`src/hdl/dmxmap_pkg.sv`:
```
// ----------------------------------------------------------------------------
// dmxmap_pkg
// Shared constants, register codes and item types of the universe mapper.
// ----------------------------------------------------------------------------
package dmxmap_pkg;

  localparam int NUM_UNIVERSES = 16;
  localparam int SLOTS_MAX     = 512;
  localparam int BUFFER_BYTES  = 8192;

  localparam int IDX_W = (NUM_UNIVERSES > 1) ? $clog2(NUM_UNIVERSES) : 1;

  // field widths
  localparam int SU_W   = 15;
  localparam int PER_W  = 10;
  localparam int FC_W   = 10;
  localparam int BS_W   = 14;
  localparam int UNI_W  = 15;
  localparam int SEQ_W  = 8;
  localparam int LEN_W  = 10;
  localparam int SLOT_W = 9;
  localparam int DATA_W = 8;
  localparam int ADDR_W = 13;
  localparam int CNT_W  = 32;
  localparam int CFG_W  = 15;

  // universe index times slots per universe
  localparam int PROD_W = IDX_W + PER_W;
  // working width for window arithmetic, holds the span and the product
  localparam int MATH_W = (PROD_W > BS_W + 1) ? PROD_W : BS_W + 1;

  localparam int QUEUE_DEPTH = 4;
  localparam int QPTR_W      = $clog2(QUEUE_DEPTH);

  typedef enum logic [1:0] {
    REG_START_UNIVERSE = 2'd0,
    REG_CHANNELS_PER   = 2'd1,
    REG_FIRST_CHANNEL  = 2'd2,
    REG_BUFFER_SIZE    = 2'd3
  } cfg_reg_e;

  localparam logic [SU_W-1:0]  START_UNIVERSE_RST = SU_W'(1);
  localparam logic [PER_W-1:0] CHANNELS_PER_RST   = PER_W'(SLOTS_MAX);
  localparam logic [FC_W-1:0]  FIRST_CHANNEL_RST  = FC_W'(1);
  localparam logic [BS_W-1:0]  BUFFER_SIZE_RST    = BS_W'(0);

  typedef struct packed {
    logic [SU_W-1:0]  start_universe;
    logic [PER_W-1:0] channels_per_universe;
    logic [FC_W-1:0]  first_channel;
    logic [BS_W-1:0]  buffer_size;
  } cfg_t;

  typedef struct packed {
    logic [UNI_W-1:0]  universe_id;
    logic [SEQ_W-1:0]  sequence_req;
    logic [LEN_W-1:0]  frame_length;
    logic [SLOT_W-1:0] slot_index;
    logic [DATA_W-1:0] slot_data;
    logic              first_of_frame;
  } in_item_t;

  typedef struct packed {
    logic              accepted;
    logic              write_valid;
    logic [ADDR_W-1:0] write_address;
    logic [DATA_W-1:0] write_data;
    logic              sequence_error;
    logic [CNT_W-1:0]  universe_errors;
    logic [CNT_W-1:0]  universe_packets;
    logic [CNT_W-1:0]  total_packets;
    logic [CNT_W-1:0]  total_errors;
  } out_item_t;

  // classified item handed from the front to the back
  typedef struct packed {
    logic              first_of_frame;
    logic [SEQ_W-1:0]  sequence_req;
    logic [IDX_W-1:0]  idx;
    logic              in_range;
    logic              write_valid;
    logic [ADDR_W-1:0] write_address;
    logic [DATA_W-1:0] write_data;
  } q_item_t;

endpackage

```
`src/hdl/dmxmap_in_if.sv`:
```
// ----------------------------------------------------------------------------
// dmxmap_in_if
// Slot input channel: valid/ready handshake with a slot item payload.
// ----------------------------------------------------------------------------
interface dmxmap_in_if;
  logic                 valid;
  logic                 ready;
  dmxmap_pkg::in_item_t payload;

  modport source (output valid, output payload, input ready);
  modport sink   (input valid, input payload, output ready);
endinterface

```
`src/hdl/dmxmap_out_if.sv`:
```
// ----------------------------------------------------------------------------
// dmxmap_out_if
// Result output channel: valid/ready handshake with a result item payload.
// ----------------------------------------------------------------------------
interface dmxmap_out_if;
  logic                  valid;
  logic                  ready;
  dmxmap_pkg::out_item_t payload;

  modport source (output valid, output payload, input ready);
  modport sink   (input valid, input payload, output ready);
endinterface

```
`src/hdl/dmxmap_cfg.sv`:
```
// ----------------------------------------------------------------------------
// dmxmap_cfg
// Configuration registers; every write re-clamps the whole register set.
// ----------------------------------------------------------------------------
module dmxmap_cfg (
  input  logic                           clk_i,
  input  logic                           rst_ni,
  input  logic                           we_i,
  input  logic [1:0]                     idx_i,
  input  logic [dmxmap_pkg::CFG_W-1:0]   data_i,
  output dmxmap_pkg::cfg_t               cfg_o
);

  dmxmap_pkg::cfg_t cfg_q, cfg_d;

  always_comb begin
    dmxmap_pkg::cfg_t raw;
    raw = cfg_q;
    unique case (dmxmap_pkg::cfg_reg_e'(idx_i))
      dmxmap_pkg::REG_START_UNIVERSE: raw.start_universe = data_i[dmxmap_pkg::SU_W-1:0];
      dmxmap_pkg::REG_CHANNELS_PER:   raw.channels_per_universe = data_i[dmxmap_pkg::PER_W-1:0];
      dmxmap_pkg::REG_FIRST_CHANNEL:  raw.first_channel = data_i[dmxmap_pkg::FC_W-1:0];
      dmxmap_pkg::REG_BUFFER_SIZE:    raw.buffer_size = data_i[dmxmap_pkg::BS_W-1:0];
    endcase

    if (raw.start_universe == '0) begin
      raw.start_universe = dmxmap_pkg::SU_W'(1);
    end
    if (raw.channels_per_universe == '0 ||
        raw.channels_per_universe > dmxmap_pkg::PER_W'(dmxmap_pkg::SLOTS_MAX)) begin
      raw.channels_per_universe = dmxmap_pkg::PER_W'(dmxmap_pkg::SLOTS_MAX);
    end
    // first channel past the universe falls back one below its end
    if (raw.first_channel == '0) begin
      raw.first_channel = dmxmap_pkg::FC_W'(1);
    end else if (raw.first_channel > raw.channels_per_universe) begin
      if (raw.channels_per_universe > dmxmap_pkg::PER_W'(1)) begin
        raw.first_channel = raw.channels_per_universe - dmxmap_pkg::PER_W'(1);
      end else begin
        raw.first_channel = dmxmap_pkg::FC_W'(1);
      end
    end
    if (raw.buffer_size > dmxmap_pkg::BS_W'(dmxmap_pkg::BUFFER_BYTES)) begin
      raw.buffer_size = dmxmap_pkg::BS_W'(dmxmap_pkg::BUFFER_BYTES);
    end

    cfg_d = we_i ? raw : cfg_q;
  end

  always_ff @(posedge clk_i or negedge rst_ni) begin
    if (!rst_ni) begin
      cfg_q.start_universe        <= dmxmap_pkg::START_UNIVERSE_RST;
      cfg_q.channels_per_universe <= dmxmap_pkg::CHANNELS_PER_RST;
      cfg_q.first_channel         <= dmxmap_pkg::FIRST_CHANNEL_RST;
      cfg_q.buffer_size           <= dmxmap_pkg::BUFFER_SIZE_RST;
    end else begin
      cfg_q <= cfg_d;
    end
  end

  assign cfg_o = cfg_q;

endmodule

```
`src/hdl/dmxmap_front.sv`:
```
// ----------------------------------------------------------------------------
// dmxmap_front
// Three-stage classifier: universe index, mapped window and buffer address.
// ----------------------------------------------------------------------------
module dmxmap_front (
  input  logic                  clk_i,
  input  logic                  rst_ni,
  dmxmap_in_if.sink             slot_i,
  input  dmxmap_pkg::cfg_t      cfg_i,
  output logic                  q_valid_o,
  output dmxmap_pkg::q_item_t   q_item_o,
  input  logic                  q_ready_i
);

  localparam int MW = dmxmap_pkg::MATH_W;
  localparam int IW = dmxmap_pkg::IDX_W;

  // stage 1: universe offset and product with slots per universe
  logic                                v1_q;
  dmxmap_pkg::in_item_t                p1_q;
  logic [IW-1:0]                       idx1_q;
  logic                                tab1_q;
  logic [dmxmap_pkg::PROD_W-1:0]       prod1_q;

  // stage 2: range check and window of the universe entry
  logic                                v2_q;
  dmxmap_pkg::in_item_t                p2_q;
  logic [IW-1:0]                       idx2_q;
  logic                                rng2_q;
  logic [dmxmap_pkg::SLOT_W-1:0]       src2_q;
  logic [dmxmap_pkg::BS_W-1:0]         dest2_q;
  logic [dmxmap_pkg::PER_W-1:0]        per2_q;

  // stage 3: slot offset and byte count of the entry
  logic                                v3_q;
  dmxmap_pkg::in_item_t                p3_q;
  logic [IW-1:0]                       idx3_q;
  logic                                rng3_q;
  logic                                ge3_q;
  logic [dmxmap_pkg::SLOT_W-1:0]       off3_q;
  logic [dmxmap_pkg::PER_W-1:0]        cnt3_q;
  logic [dmxmap_pkg::BS_W-1:0]         dest3_q;

  logic en1, en2, en3;

  assign en3 = !v3_q || q_ready_i;
  assign en2 = !v2_q || en3;
  assign en1 = !v1_q || en2;
  assign slot_i.ready = en1;

  // stage 1 logic
  logic [dmxmap_pkg::SU_W:0]     diff;
  logic                          tab_ok;
  logic [dmxmap_pkg::PROD_W-1:0] prod;

  assign diff   = {1'b0, slot_i.payload.universe_id} - {1'b0, cfg_i.start_universe};
  assign tab_ok = !diff[dmxmap_pkg::SU_W] &&
                  (diff[dmxmap_pkg::SU_W-1:0] < dmxmap_pkg::SU_W'(dmxmap_pkg::NUM_UNIVERSES));
  assign prod   = dmxmap_pkg::PROD_W'(diff[IW-1:0]) *
                  dmxmap_pkg::PROD_W'(cfg_i.channels_per_universe);

  // stage 2 logic
  logic [MW-1:0]                 span;
  logic [dmxmap_pkg::FC_W-1:0]   fc0;
  logic                          is_first_entry;
  logic [MW-1:0]                 cap;
  logic [dmxmap_pkg::BS_W-1:0]   dest;
  logic [dmxmap_pkg::PER_W-1:0]  per_e;
  logic [dmxmap_pkg::SLOT_W-1:0] src;

  assign span = MW'(cfg_i.first_channel) + MW'(cfg_i.buffer_size) - MW'(1);
  assign fc0  = cfg_i.first_channel - dmxmap_pkg::FC_W'(1);
  assign is_first_entry = (idx1_q == '0);
  // later entries begin where the bytes of earlier entries end, capped at the buffer
  assign cap  = MW'(prod1_q) - MW'(fc0);
  assign dest = is_first_entry ? '0 :
                (cap < MW'(cfg_i.buffer_size)) ? cap[dmxmap_pkg::BS_W-1:0] : cfg_i.buffer_size;
  assign per_e = is_first_entry ? cfg_i.channels_per_universe - fc0
                                : cfg_i.channels_per_universe;
  assign src  = is_first_entry ? fc0[dmxmap_pkg::SLOT_W-1:0] : '0;

  // stage 3 logic
  logic [dmxmap_pkg::BS_W-1:0]   left;
  logic [dmxmap_pkg::PER_W-1:0]  cnt;

  assign left = cfg_i.buffer_size - dest2_q;
  assign cnt  = (dmxmap_pkg::BS_W'(per2_q) < left) ? per2_q : left[dmxmap_pkg::PER_W-1:0];

  // output of stage 3
  logic wv;

  assign wv = ge3_q &&
              (dmxmap_pkg::PER_W'(off3_q) < cnt3_q) &&
              (dmxmap_pkg::LEN_W'(off3_q) < p3_q.frame_length);

  assign q_valid_o                = v3_q;
  assign q_item_o.first_of_frame  = p3_q.first_of_frame;
  assign q_item_o.sequence_req    = p3_q.sequence_req;
  assign q_item_o.idx             = idx3_q;
  assign q_item_o.in_range        = rng3_q;
  assign q_item_o.write_valid     = wv;
  assign q_item_o.write_address   = dmxmap_pkg::ADDR_W'(dest3_q + dmxmap_pkg::BS_W'(off3_q));
  assign q_item_o.write_data      = p3_q.slot_data;

  always_ff @(posedge clk_i or negedge rst_ni) begin
    if (!rst_ni) begin
      v1_q <= 1'b0;
      v2_q <= 1'b0;
      v3_q <= 1'b0;
    end else begin
      if (en1) v1_q <= slot_i.valid;
      if (en2) v2_q <= v1_q;
      if (en3) v3_q <= v2_q;
    end
  end

  always_ff @(posedge clk_i) begin
    if (en1) begin
      p1_q    <= slot_i.payload;
      idx1_q  <= diff[IW-1:0];
      tab1_q  <= tab_ok;
      prod1_q <= prod;
    end
    if (en2) begin
      p2_q    <= p1_q;
      idx2_q  <= idx1_q;
      rng2_q  <= tab1_q && (MW'(prod1_q) < span);
      src2_q  <= src;
      dest2_q <= dest;
      per2_q  <= per_e;
    end
    if (en3) begin
      p3_q    <= p2_q;
      idx3_q  <= idx2_q;
      rng3_q  <= rng2_q;
      ge3_q   <= (p2_q.slot_index >= src2_q);
      off3_q  <= p2_q.slot_index - src2_q;
      cnt3_q  <= cnt;
      dest3_q <= dest2_q;
    end
  end

endmodule

```
`src/hdl/dmxmap_queue.sv`:
```
// ----------------------------------------------------------------------------
// dmxmap_queue
// Short FIFO of classified items between the front and the back.
// ----------------------------------------------------------------------------
module dmxmap_queue (
  input  logic                  clk_i,
  input  logic                  rst_ni,
  input  logic                  push_valid_i,
  input  dmxmap_pkg::q_item_t   push_item_i,
  output logic                  push_ready_o,
  output logic                  pop_valid_o,
  output dmxmap_pkg::q_item_t   pop_item_o,
  input  logic                  pop_ready_i
);

  localparam int PW = dmxmap_pkg::QPTR_W;

  dmxmap_pkg::q_item_t mem_q [dmxmap_pkg::QUEUE_DEPTH];
  logic [PW-1:0]       wr_ptr_q, rd_ptr_q;
  logic [PW:0]         fill_q;
  logic                push, pop;

  assign push_ready_o = (fill_q != (PW+1)'(dmxmap_pkg::QUEUE_DEPTH));
  assign pop_valid_o  = (fill_q != '0);
  assign push = push_valid_i && push_ready_o;
  assign pop  = pop_valid_o && pop_ready_i;
  assign pop_item_o = mem_q[rd_ptr_q];

  always_ff @(posedge clk_i or negedge rst_ni) begin
    if (!rst_ni) begin
      wr_ptr_q <= '0;
      rd_ptr_q <= '0;
      fill_q   <= '0;
    end else begin
      if (push) wr_ptr_q <= (wr_ptr_q == PW'(dmxmap_pkg::QUEUE_DEPTH - 1)) ? '0 : wr_ptr_q + PW'(1);
      if (pop)  rd_ptr_q <= (rd_ptr_q == PW'(dmxmap_pkg::QUEUE_DEPTH - 1)) ? '0 : rd_ptr_q + PW'(1);
      if (push && !pop)      fill_q <= fill_q + (PW+1)'(1);
      else if (pop && !push) fill_q <= fill_q - (PW+1)'(1);
    end
  end

  always_ff @(posedge clk_i) begin
    if (push) mem_q[wr_ptr_q] <= push_item_i;
  end

endmodule

```
`src/hdl/dmxmap_back.sv`:
```
// ----------------------------------------------------------------------------
// dmxmap_back
// Sequence check, packet and error counters, and the result register.
// ----------------------------------------------------------------------------
module dmxmap_back (
  input  logic                  clk_i,
  input  logic                  rst_ni,
  input  logic                  q_valid_i,
  input  dmxmap_pkg::q_item_t   q_item_i,
  output logic                  q_ready_o,
  dmxmap_out_if.source          result_o
);

  localparam int CW = dmxmap_pkg::CNT_W;

  logic [dmxmap_pkg::SEQ_W-1:0] exp_q [dmxmap_pkg::NUM_UNIVERSES];
  logic [CW-1:0]                err_q [dmxmap_pkg::NUM_UNIVERSES];
  logic [CW-1:0]                pkt_q [dmxmap_pkg::NUM_UNIVERSES];
  logic [CW-1:0]                pkt_tot_q, err_tot_q;
  logic                         frame_ok_q;
  logic                         out_valid_q;
  dmxmap_pkg::out_item_t        out_q, out_d;

  logic          out_en, pop, hit, serr, ok, wr;
  logic [CW-1:0] uerr, upkt, uerr_n, upkt_n, pkt_tot_n, err_tot_n;

  assign out_en    = !out_valid_q || result_o.ready;
  assign pop       = q_valid_i && out_en;
  assign q_ready_o = out_en;

  // header checks only on a frame's first slot
  assign hit  = q_item_i.first_of_frame && q_item_i.in_range;
  assign serr = hit && (exp_q[q_item_i.idx] != q_item_i.sequence_req);
  assign ok   = q_item_i.first_of_frame ? q_item_i.in_range : (q_item_i.in_range && frame_ok_q);
  assign wr   = ok && q_item_i.write_valid;

  assign uerr      = err_q[q_item_i.idx];
  assign upkt      = pkt_q[q_item_i.idx];
  assign uerr_n    = uerr + CW'(serr);
  assign upkt_n    = upkt + CW'(hit);
  assign pkt_tot_n = pkt_tot_q + CW'(hit);
  assign err_tot_n = err_tot_q + CW'(serr);

  always_comb begin
    out_d.accepted         = ok;
    out_d.write_valid      = wr;
    out_d.write_address    = wr ? q_item_i.write_address : '0;
    out_d.write_data       = wr ? q_item_i.write_data : '0;
    out_d.sequence_error   = serr;
    out_d.universe_errors  = ok ? uerr_n : '0;
    out_d.universe_packets = ok ? upkt_n : '0;
    out_d.total_packets    = pkt_tot_n;
    out_d.total_errors     = err_tot_n;
  end

  always_ff @(posedge clk_i or negedge rst_ni) begin
    if (!rst_ni) begin
      for (int i = 0; i < dmxmap_pkg::NUM_UNIVERSES; i++) begin
        exp_q[i] <= '0;
        err_q[i] <= '0;
        pkt_q[i] <= '0;
      end
      pkt_tot_q   <= '0;
      err_tot_q   <= '0;
      frame_ok_q  <= 1'b0;
      out_valid_q <= 1'b0;
    end else begin
      if (out_en) out_valid_q <= q_valid_i;
      if (pop) begin
        if (q_item_i.first_of_frame) frame_ok_q <= q_item_i.in_range;
        if (hit) begin
          // matched or adopted, the next expected value is received plus one
          exp_q[q_item_i.idx] <= q_item_i.sequence_req + dmxmap_pkg::SEQ_W'(1);
          err_q[q_item_i.idx] <= uerr_n;
          pkt_q[q_item_i.idx] <= upkt_n;
        end
        pkt_tot_q <= pkt_tot_n;
        err_tot_q <= err_tot_n;
      end
    end
  end

  always_ff @(posedge clk_i) begin
    if (pop) out_q <= out_d;
  end

  assign result_o.valid   = out_valid_q;
  assign result_o.payload = out_q;

endmodule

```
`src/hdl/dmx_universe_to_buffer_mapper.sv`:
```
// ----------------------------------------------------------------------------
// dmx_universe_to_buffer_mapper
// Maps slot bytes of lighting-universe frames into a flat channel buffer.
// ----------------------------------------------------------------------------
// Path: an accepted item passes three classifier stages, one queue slot and
// the result register.
// Throughput: one item per cycle while results are taken; the result register
// and a 4-deep queue decouple the two sides.
// Reset: configuration to its defaults, counters and expected sequences to
// zero, at once; no clearing pass.
module dmx_universe_to_buffer_mapper (
  input  logic                         clk_i,
  input  logic                         rst_ni,
  dmxmap_in_if.sink                    slot_i,
  dmxmap_out_if.source                 result_o,
  input  logic                         cfg_we_i,
  input  logic [1:0]                   cfg_idx_i,
  input  logic [dmxmap_pkg::CFG_W-1:0] cfg_data_i
);

  dmxmap_pkg::cfg_t    cfg;
  logic                f_valid, f_ready, b_valid, b_ready;
  dmxmap_pkg::q_item_t f_item, b_item;

  dmxmap_cfg u_cfg (
    .clk_i  (clk_i),
    .rst_ni (rst_ni),
    .we_i   (cfg_we_i),
    .idx_i  (cfg_idx_i),
    .data_i (cfg_data_i),
    .cfg_o  (cfg)
  );

  dmxmap_front u_front (
    .clk_i     (clk_i),
    .rst_ni    (rst_ni),
    .slot_i    (slot_i),
    .cfg_i     (cfg),
    .q_valid_o (f_valid),
    .q_item_o  (f_item),
    .q_ready_i (f_ready)
  );

  dmxmap_queue u_queue (
    .clk_i        (clk_i),
    .rst_ni       (rst_ni),
    .push_valid_i (f_valid),
    .push_item_i  (f_item),
    .push_ready_o (f_ready),
    .pop_valid_o  (b_valid),
    .pop_item_o   (b_item),
    .pop_ready_i  (b_ready)
  );

  dmxmap_back u_back (
    .clk_i     (clk_i),
    .rst_ni    (rst_ni),
    .q_valid_i (b_valid),
    .q_item_i  (b_item),
    .q_ready_o (b_ready),
    .result_o  (result_o)
  );

  a_write_needs_accept: assert property (@(posedge clk_i) disable iff (!rst_ni)
    result_o.valid && result_o.payload.write_valid |-> result_o.payload.accepted)
    else $error("buffer write on a slot that was not accepted");

  a_seqerr_needs_accept: assert property (@(posedge clk_i) disable iff (!rst_ni)
    result_o.valid && result_o.payload.sequence_error |-> result_o.payload.accepted)
    else $error("sequence error on a frame that was not accepted");

  a_rejected_zero: assert property (@(posedge clk_i) disable iff (!rst_ni)
    result_o.valid && !result_o.payload.accepted |->
      result_o.payload.universe_errors == '0 && result_o.payload.universe_packets == '0)
    else $error("universe counters shown for a rejected slot");

  a_nowrite_zero: assert property (@(posedge clk_i) disable iff (!rst_ni)
    result_o.valid && !result_o.payload.write_valid |->
      result_o.payload.write_address == '0 && result_o.payload.write_data == '0)
    else $error("address or data shown without a buffer write");

endmodule

```
`src/flat_wrapper.sv`:
```
// flat-port wrapper written by rule: the top's interface ports become plain ports
module dmx_universe_to_buffer_mapper_flat 
  (clk_i, rst_ni, cfg_we_i, cfg_idx_i, cfg_data_i, slot_i_valid, slot_i_payload, slot_i_ready, result_o_valid, result_o_payload, result_o_ready);
  dmxmap_in_if slot_i_i ();
  dmxmap_out_if result_o_i ();
  input  logic clk_i;
  input  logic rst_ni;
  input  logic cfg_we_i;
  input  logic [1:0] cfg_idx_i;
  input  logic [dmxmap_pkg::CFG_W-1:0] cfg_data_i;
  input wire logic [$bits(slot_i_i.valid)-1:0] slot_i_valid;
  input wire logic [$bits(slot_i_i.payload)-1:0] slot_i_payload;
  output wire logic [$bits(slot_i_i.ready)-1:0] slot_i_ready;
  output wire logic [$bits(result_o_i.valid)-1:0] result_o_valid;
  output wire logic [$bits(result_o_i.payload)-1:0] result_o_payload;
  input wire logic [$bits(result_o_i.ready)-1:0] result_o_ready;
  assign slot_i_i.valid = slot_i_valid;
  assign slot_i_i.payload = slot_i_payload;
  assign slot_i_ready = slot_i_i.ready;
  assign result_o_valid = result_o_i.valid;
  assign result_o_payload = result_o_i.payload;
  assign result_o_i.ready = result_o_ready;
  dmx_universe_to_buffer_mapper u_core (.clk_i(clk_i), .rst_ni(rst_ni), .slot_i(slot_i_i), .result_o(result_o_i), .cfg_we_i(cfg_we_i), .cfg_idx_i(cfg_idx_i), .cfg_data_i(cfg_data_i));
endmodule
```
`config.mk`:
```
export PLATFORM = sky130hd
export DESIGN_NAME = dmx_universe_to_buffer_mapper_flat
export DESIGN_NICKNAME = d
export VERILOG_FILES = /design/src/hdl/dmxmap_pkg.sv /design/src/hdl/dmxmap_in_if.sv /design/src/hdl/dmxmap_out_if.sv /design/src/hdl/dmxmap_cfg.sv /design/src/hdl/dmxmap_front.sv /design/src/hdl/dmxmap_queue.sv /design/src/hdl/dmxmap_back.sv /design/src/hdl/dmx_universe_to_buffer_mapper.sv /design/src/flat_wrapper.sv
export SDC_FILE = /design/constraint.sdc
export NUM_CORES = 2
export LEC_CHECK = 0
export ABC_AREA = 1
export BUFFER_PORTS_ARGS = -buffer_cell sky130_fd_sc_hd__buf_2
export CAP_MARGIN = 15
export CELL_PAD_IN_SITES_DETAIL_PLACEMENT = 1
export CELL_PAD_IN_SITES_GLOBAL_PLACEMENT = 1
export CORE_MARGIN = 3
export CORE_UTILIZATION = 35
export DETAILED_ROUTE_END_ITERATION = 12
export PLACE_DENSITY_LB_ADDON = 0.1
export REMOVE_ABC_BUFFERS = 1
export SLEW_MARGIN = 15
export SYNTH_ARGS = -nofsm -noshare
export SYNTH_HDL_FRONTEND = slang
export SYNTH_HIERARCHICAL = 1
export SYNTH_SLANG_ARGS = --single-unit
```
`constraint.sdc`:
```
create_clock -name clk_i -period 11.35 [get_ports clk_i]
set_input_delay 2.8375 -clock clk_i [delete_from_list [all_inputs] [get_ports clk_i]]
set_output_delay 2.8375 -clock clk_i [all_outputs]
set_load 0.01 [all_outputs]
```
# After elaboration in Yosys (flattened, before gate mapping)
# Memory sizes are Yosys's and may differ from the RTL's.
# Index checks and enable logic that the tools add are counted.
classes:
  addsub: 19
  multipliers: 1
  order_cmp: 13
  n_eq_ne: 7
  n_mux: 36
  n_bitwise: 1
  n_reduce_logical: 34
ops:
  columns: ["cell", "n"]
  rows:
  - ["512-bit bitwise mux", 2]
  - ["32-bit binary-select mux with 4-bit select", 2]
  - ["32-bit 2-to-1 mux", 5]
  - ["32-bit by 1-bit adder with 32-bit output", 4]
  - ["128-bit bitwise mux", 1]
  - ["32-bit demux with 4-bit select", 1]
  - ["10-bit 2-to-1 mux", 8]
  - ["14-bit 2-to-1 mux", 3]
  - ["8-bit binary-select mux with 4-bit select", 1]
  - ["8-bit demux with 4-bit select", 1]
  - ["15-bit 2-to-1 mux", 2]
  - ["8-bit 2-to-1 mux", 3]
  - ["10-bit zero test", 2]
  - ["9-bit by 10-bit less-than comparator with 1-bit output", 2]
  - ["10-bit by 1-bit subtractor with 10-bit output (second input constant)", 2]
  - ["15-bit by 15-bit subtractor with 16-bit output", 1]
  - ["10-bit by 14-bit adder with 15-bit output", 1]
  - ["15-bit zero test", 1]
  - ["14-bit by 15-bit less-than comparator with 1-bit output", 1]
  - ["15-bit by 14-bit less-than comparator with 1-bit output", 1]
  - ["15-bit by 5-bit less-than comparator with 1-bit output (second input constant)", 1]
  - ["14-bit by 10-bit subtractor with 15-bit output", 1]
  - ["15-bit by 1-bit subtractor with 15-bit output (second input constant)", 1]
  - ["14-bit greater-than comparator (second input constant)", 1]
  - ["32 further kinds", 63]
totals:
  ff_bits: 1623
  mem_bits_rw: 144
  in_bits: 73
  out_inout_bits: 154
  wordCells: 211
  n_memories: 1
memory_table:
  columns: ["memory", "words", "width", "rd", "rd_clocked_by_memory_dff", "wr", "line", "rtl"]
  rows:
  - ["u_core.u_queue.mem_q", 4, 36, 1, 0, 1, "dmxmap_queue.sv:18", "dmxmap_pkg::q_item_t mem_q [dmxmap_pkg::QUEUE_DEPTH];"]

# Logic depth before layout (Yosys ltp)
depth:
  depth_word: 9
  ltp_mapped: 35
  depth_no_buf: 30

# Modules after synthesis
# Netlist, hierarchy kept.
modules_own_cells:
  columns: ["module", "instances", "cells_per_inst", "area_each_um2", "seq_area_each_um2"]
  rows:
  - ["dmxmap_back", 1, 8781, 65902.0, 35043.6]
  - ["dmxmap_front", 1, 1380, 13208.9, 5900.7]
  - ["dmxmap_queue", 1, 478, 6194.7, 4499.3]
  - ["dmxmap_cfg", 1, 488, 3497.1, 1229.9]

# Worst setup path after synthesis
# Ideal clock, no wire load.
synth_timing:
  kind: "input -> register"
  start: "input port result_o_ready"
  end: "register u_core.u_back.out_q, in the netlist u_core/u_back/result_o.payload[0] (enable)"
  setup_time_ns: 0.575
  arrival_time_ns: 7.844
  t_required_ns: 10.775
  path_slack_ns: 2.931
  path_stages: 6
  n_path_buf: 2
  path_cell_list: "inv_1 > nand2_1 > nand2_1 > inv_2 > clkbuf_1 > buf_1"
synth_between:
  elab_chain_len: 2
synth_rtl:
  columns: ["element", "line", "rtl"]
  rows:
  - ["start: declaration", "flat_wrapper.sv:16", "input wire logic [$bits(result_o_i.ready)-1:0] result_o_ready;"]
  - ["1-bit logical OR", "dmxmap_back.sv:27", "assign out_en = !out_valid_q || result_o.ready;"]
  - ["via u_core.b_ready", "dmx_universe_to_buffer_mapper.sv:22", "logic f_valid, f_ready, b_valid, b_ready;"]
  - ["1-bit logical AND", "dmxmap_back.sv:28", "assign pop = q_valid_i && out_en;"]
  - ["via u_core.u_back.pop", "dmxmap_back.sv:24", "logic out_en, pop, hit, serr, ok, wr;"]
  - ["end signal: assignment", "dmxmap_back.sv:84", "if (pop) out_q <= out_d;"]
  - ["end: declaration", "dmxmap_back.sv:22", "dmxmap_pkg::out_item_t out_q, out_d;"]
# The timed path passes the listed nets, and every way through them passes these cells.
# A chain may end at the register's enable or synchronous reset.

==> qor.txt <==
====================================================================================================
Die area ..............................................................................   0.2598 mm2
Area share of the largest cell type after synthesis ...................................       35.90%
Number of flops mapped to enable cells by yosys .......................................          490
Yosys top cell by area ................................................................ sky130_fd_sc_hd__dfrtp_1
Critical Path Source Type .............................................................     register
Setup slack of the most critical reg-to-reg path ......................................      2880 ps
Wire length of the first global-routing pass ..........................................     502.7 mm
Worst Hold Class ......................................................................   reg -> reg
Final net count .......................................................................        11350
Final hold viol count .................................................................            0
CTS Root Buffer Type .................................................................. sky130_fd_sc_hd__clkbuf_16
Area share of fa/ha/maj cells after synthesis .........................................       3.105%
Worst setup endpoint .................................................................. u_core/u_back/result_o.payload[116]$_SDFFCE_PN0P_
Fraction of the yosys area taken by sequential cells ..................................       52.56%
Mean area per synthesized cell ........................................................    7.981 um2
Aggregate global routing overflow .....................................................            0
RSZ-0062 raised after global routing ..................................................        false
Vias ..................................................................................        74850
Critical path start-end classification ................................................   reg -> reg
Tmin final ............................................................................      8474 ps
Synth Area in Compound Gates ..........................................................       7.437%
Critical path launch point ............................................................ u_core/u_queue/rd_ptr_q[1]$_DFFE_PN0P_
CTS Hold Bufs .........................................................................            0
Clock network fraction of design power ................................................        27.0%
Finish-stage setup viols ..............................................................            0
Vertical die dimension ................................................................     509.7 um
Count of warnings emitted by yosys ....................................................            6
Total wirelength of the detailed-routed design ........................................     332.9 mm
Switching part of the total ...........................................................       43.66%
Netlist area before placement .........................................................  0.08880 mm2
Final weighted congestion in routability-driven placement .............................       0.9028
Portion of netlist area occupied by mux cells .........................................     0.04509%
Reg-to-reg startpoint ................................................................. u_core/u_queue/rd_ptr_q[1]$_DFFE_PN0P_
Flip-flop and latch count after synthesis .............................................         1767
Iter 0 DRT Violations .................................................................         5083
Clock-pin slew reported for the worst setup and hold paths after clock tree synthesis .        60 ps
Number of fillers in the final layout .................................................        30180
Total setup buffers inserted after CTS ................................................            0
Quantity of gates resized following cts ...............................................            0
Final-layout setup total negative slack ...............................................         0 ps
Number of sinks on the clock net ......................................................         1767
Placeable core region .................................................................   0.2519 mm2
Cells after Synth .....................................................................        11130
Via count of the first global-routing pass ............................................        77880
DRC viols .............................................................................            0
Static Leak ...........................................................................     49.22 nW
H-tree levels .........................................................................            4
Most frequent cells in the layout ..................................................... sky130_fd_sc_hd__nand2_1, sky130_fd_sc_hd__dfrtp_1, sky130_fd_sc_hd__o21ai_0
Worst clock skew ......................................................................     67.01 ps
Post-Synth Simple-Gate Area ...........................................................       28.35%
Number of antenna violations at the first check in global routing .....................           13
Main area contributors after synthesis ................................................ sky130_fd_sc_hd__dfrtp_1, sky130_fd_sc_hd__nand2_1, sky130_fd_sc_hd__edfxtp_1
Pin count of the biggest net entering global routing ..................................          155
Depth of the worst register-to-register path ..........................................           27
First-pass iteration count of the detailed router .....................................            6
Placement Rows ........................................................................          184
Clock latency reported for the late side of the worst-skew pair .......................       870 ps
Port Buffer Count .....................................................................          226
Post-DR vias/cell .....................................................................        5.127
Most common library cell in the layout ignoring fill and taps ......................... sky130_fd_sc_hd__nand2_1
Ys flop type .......................................................................... sky130_fd_sc_hd__dfrtp_1
Power density normalized to cell area ................................................. 251.7 mW/mm2
Die width .............................................................................     509.7 um
Worst ir drop on vdd ..................................................................     269.7 uV
Maximum fanout count along the critical path ..........................................           86
I/O pin cnt ...........................................................................          227
Critical path capture point type ......................................................     register
Antenna violation net count after detailed routing ....................................            0
Worst Tran Pin Value ..................................................................      1236 ps
Portion of total power attributed to combinational logic ..............................        38.4%
Util after Layout .....................................................................       39.42%
Final worst path period share .........................................................       74.66%
Effective utilization at floorplan ....................................................       35.26%
Count of pins over their slew limit ...................................................            0
Routed len/inst .......................................................................     22.80 um
Internal cell power ...................................................................     14.08 mW
Distinct cells, synth .................................................................           71
Worst endpoint required time ..........................................................     11930 ps
Sw Pwr ................................................................................     10.91 mW
Worst reg2reg endpoint ................................................................ u_core/u_back/result_o.payload[116]$_SDFFCE_PN0P_
Num CTS Buffers .......................................................................          207
Fraction of layout cells with a size suffix above 1 ...................................       7.772%
Xor-xnor portion of the synthesized cell area .........................................       1.743%
Tot GR Track Use ......................................................................       25.47%
Worst-case clock buffer depth .........................................................            3
Async set-or-reset flop fraction in the synthesized netlist ...........................       72.27%
# Max-Cap Violations ..................................................................            0
CTS tree ..............................................................................          yes
Dominant combinational cell family by area after synthesis ............................ simple AND/OR/NAND/NOR gates
Normalized max-slew margin ............................................................       17.58%
Critical path data arrival time .......................................................      9060 ps
Outcome ............................................................................... finished clean
Top achievable clock speed ............................................................    118.0 MHz
Area growth from synthesis to layout ..................................................       11.81%
Reg power frac ........................................................................        34.6%
HPWL after DPL ........................................................................     199.5 mm
====================================================================================================
-- stage by stage --
| step | instance area [um2] | hold slack (ps) | power [mW] | cells | setup slack, ps |
|---|---|---|---|---|---|
| floorplan | 85720 | 400.3 | 13.77 | 10520 | -10780 |
| global placement | 92360 | 401.9 | 18.22 | 14210 | 2908 |
| detailed placement | 92380 | 405.7 | 18.43 | 14210 | 3084 |
| CTS | 99270 | 418.0 | 25.31 | 14590 | 3067 |
| global route | 99290 | 418.5 | 26.52 | 14600 | 2532 |
| finish | 99290 | 416.7 | 24.99 | 14600 | 2876 |
-- worst max-delay path: stages, from the launching register on --
cell and delay, ps:
sky130_fd_sc_hd__dfrtp_1 360, sky130_fd_sc_hd__buf_4 290, sky130_fd_sc_hd__inv_2 660, sky130_fd_sc_hd__o211ai_1 270, sky130_fd_sc_hd__nand2_4 680, sky130_fd_sc_hd__buf_12 550, sky130_fd_sc_hd__inv_8 360, sky130_fd_sc_hd__nor2_4 370
sky130_fd_sc_hd__a22oi_1 110, sky130_fd_sc_hd__nand2_1 120, sky130_fd_sc_hd__nand2_1 60, sky130_fd_sc_hd__nand2_1 110, sky130_fd_sc_hd__nor2_1 60, sky130_fd_sc_hd__xor2_1 140, sky130_fd_sc_hd__nand2_1 90, sky130_fd_sc_hd__nor2_1 40
sky130_fd_sc_hd__a21oi_1 940, sky130_fd_sc_hd__ha_1 360, sky130_fd_sc_hd__ha_1 190, sky130_fd_sc_hd__inv_1 80, sky130_fd_sc_hd__nor2_1 150, sky130_fd_sc_hd__nand2_1 130, sky130_fd_sc_hd__nor2_2 480, sky130_fd_sc_hd__nand2_1 470
sky130_fd_sc_hd__nor2_1 200, sky130_fd_sc_hd__nand2_1 420, sky130_fd_sc_hd__nand2_1 200, sky130_fd_sc_hd__nor2_1 60
-- cells by family (layout without fill, tap and decap cells) --
family,after synthesis,after routing
adders and majority gates,206,206
DFF,1767,1767
buffers and inverters,1386,1504
muxes,4,4
xor gates and xnor gates,175,175
AOI/OAI and AO/OA,1199,1199
other,0,6
and+or+nand+nor,6390,6390
-- flip-flops by register name, summed over array words and instances (netlist names), 9 cells and up --
signal,count
u_core/u_back/err_q,512
u_core/u_back/pkt_q,512
u_core/u_back/result_o.payload,152
u_core/u_queue/mem_q,144
u_core/u_back/exp_q,128
u_core/u_cfg/cfg_o,49
u_core/u_front/p1_q,36
u_core/u_front/p2_q,36
u_core/u_back/err_tot_q,32
u_core/u_back/pkt_tot_q,32
u_core/u_front/q_item_o,17
u_core/u_front/dest2_q,14
u_core/u_front/prod1_q,14
u_core/u_front/dest3_q,13
u_core/u_front/cnt3_q,10
u_core/u_front/p3_q,10
u_core/u_front/per2_q,10
u_core/u_front/off3_q,9
u_core/u_front/src2_q,9
-- synth_stat cells, drive strengths merged, types with 7 or more instances --
| master | number |
|---|---|
| nor3 | 41 |
| xnor2 | 30 |
| a21oi | 132 |
| nand3b | 7 |
| a22oi | 29 |
| fa | 24 |
| clkbuf | 310 |
| nand4 | 64 |
| nor2 | 471 |
| nor4 | 12 |
| o21ai | 849 |
| o2111ai | 7 |
| buf | 300 |
| ha | 182 |
| o211ai | 76 |
| clkinv | 10 |
| inv | 765 |
| o22ai | 50 |
| o21bai | 9 |
| nand3 | 386 |
| dfrtp | 1274 |
| edfxtp | 490 |
| a211oi | 7 |
| nand2 | 5394 |
| xor2 | 145 |
| a31oi | 16 |
-- cell type report --
cell class / instances / area, um2 / share of cell area [%]
Timing Repair Buffer: 346 / 2172 / 2.188
Inverter: 775 / 2992 / 3.013
Antenna cell: 6 / 15.01 / 0.01512
Multi-Input combinational cell: 7974 / 36350 / 36.61
Clock inverter: 78 / 879.6 / 0.8858
Sequential cell: 1767 / 46680 / 47.01
Clock buffer: 305 / 6018 / 6.061
Tap cell: 3348 / 4189 / 4.219
-- power by group through the flow --
stage | Combinational, mW | Sequential (mW) | Clock, mW
4_1_cts | 9.69 | 8.67 | 6.95
3_3_place_gp | 9.48 | 8.74 | 0
6_report | 9.60 | 8.64 | 6.75
5_1_grt | 10.5 | 8.76 | 7.21
2_1_floorplan | 5.10 | 8.67 | 0
3_5_place_dp | 9.65 | 8.78 | 0
-- worst min path at each step --
stage                                            start                                  to  slack (ps)  depth (start not counted)
detailed placement   u_core/u_front/p2_q[27]$_DFFE_PP_   u_core/u_front/p3_q[27]$_DFFE_PP_         410                          0
CTS                  u_core/u_front/p1_q[21]$_DFFE_PP_   u_core/u_front/p2_q[21]$_DFFE_PP_         420                          0
finish               u_core/u_front/p2_q[27]$_DFFE_PP_   u_core/u_front/p3_q[27]$_DFFE_PP_         420                          0
global route         u_core/u_front/p1_q[23]$_DFFE_PP_   u_core/u_front/p2_q[23]$_DFFE_PP_         420                          0
floorplan           u_core/u_front/idx2_q[0]$_DFFE_PP_  u_core/u_front/idx3_q[0]$_DFFE_PP_         400                          0
global placement     u_core/u_front/p1_q[13]$_DFFE_PP_   u_core/u_front/p2_q[13]$_DFFE_PP_         400                          0
-- metal layers --
metal / vias up / share of wire, % / wire (um) / global-route usage, %
li1: 34960 / - / - / -
met1: 37880 / 43 / 144000 / 32.77
met2: 1513 / 49 / 164700 / 44.52
met3: 494 / 3.8 / 12590 / 2.881
met4: 4 / 3.5 / 11680 / 8.396
met5: - / 0.010 / 34 / 0
No activity file was read; power rests on OpenSTA's default activity.
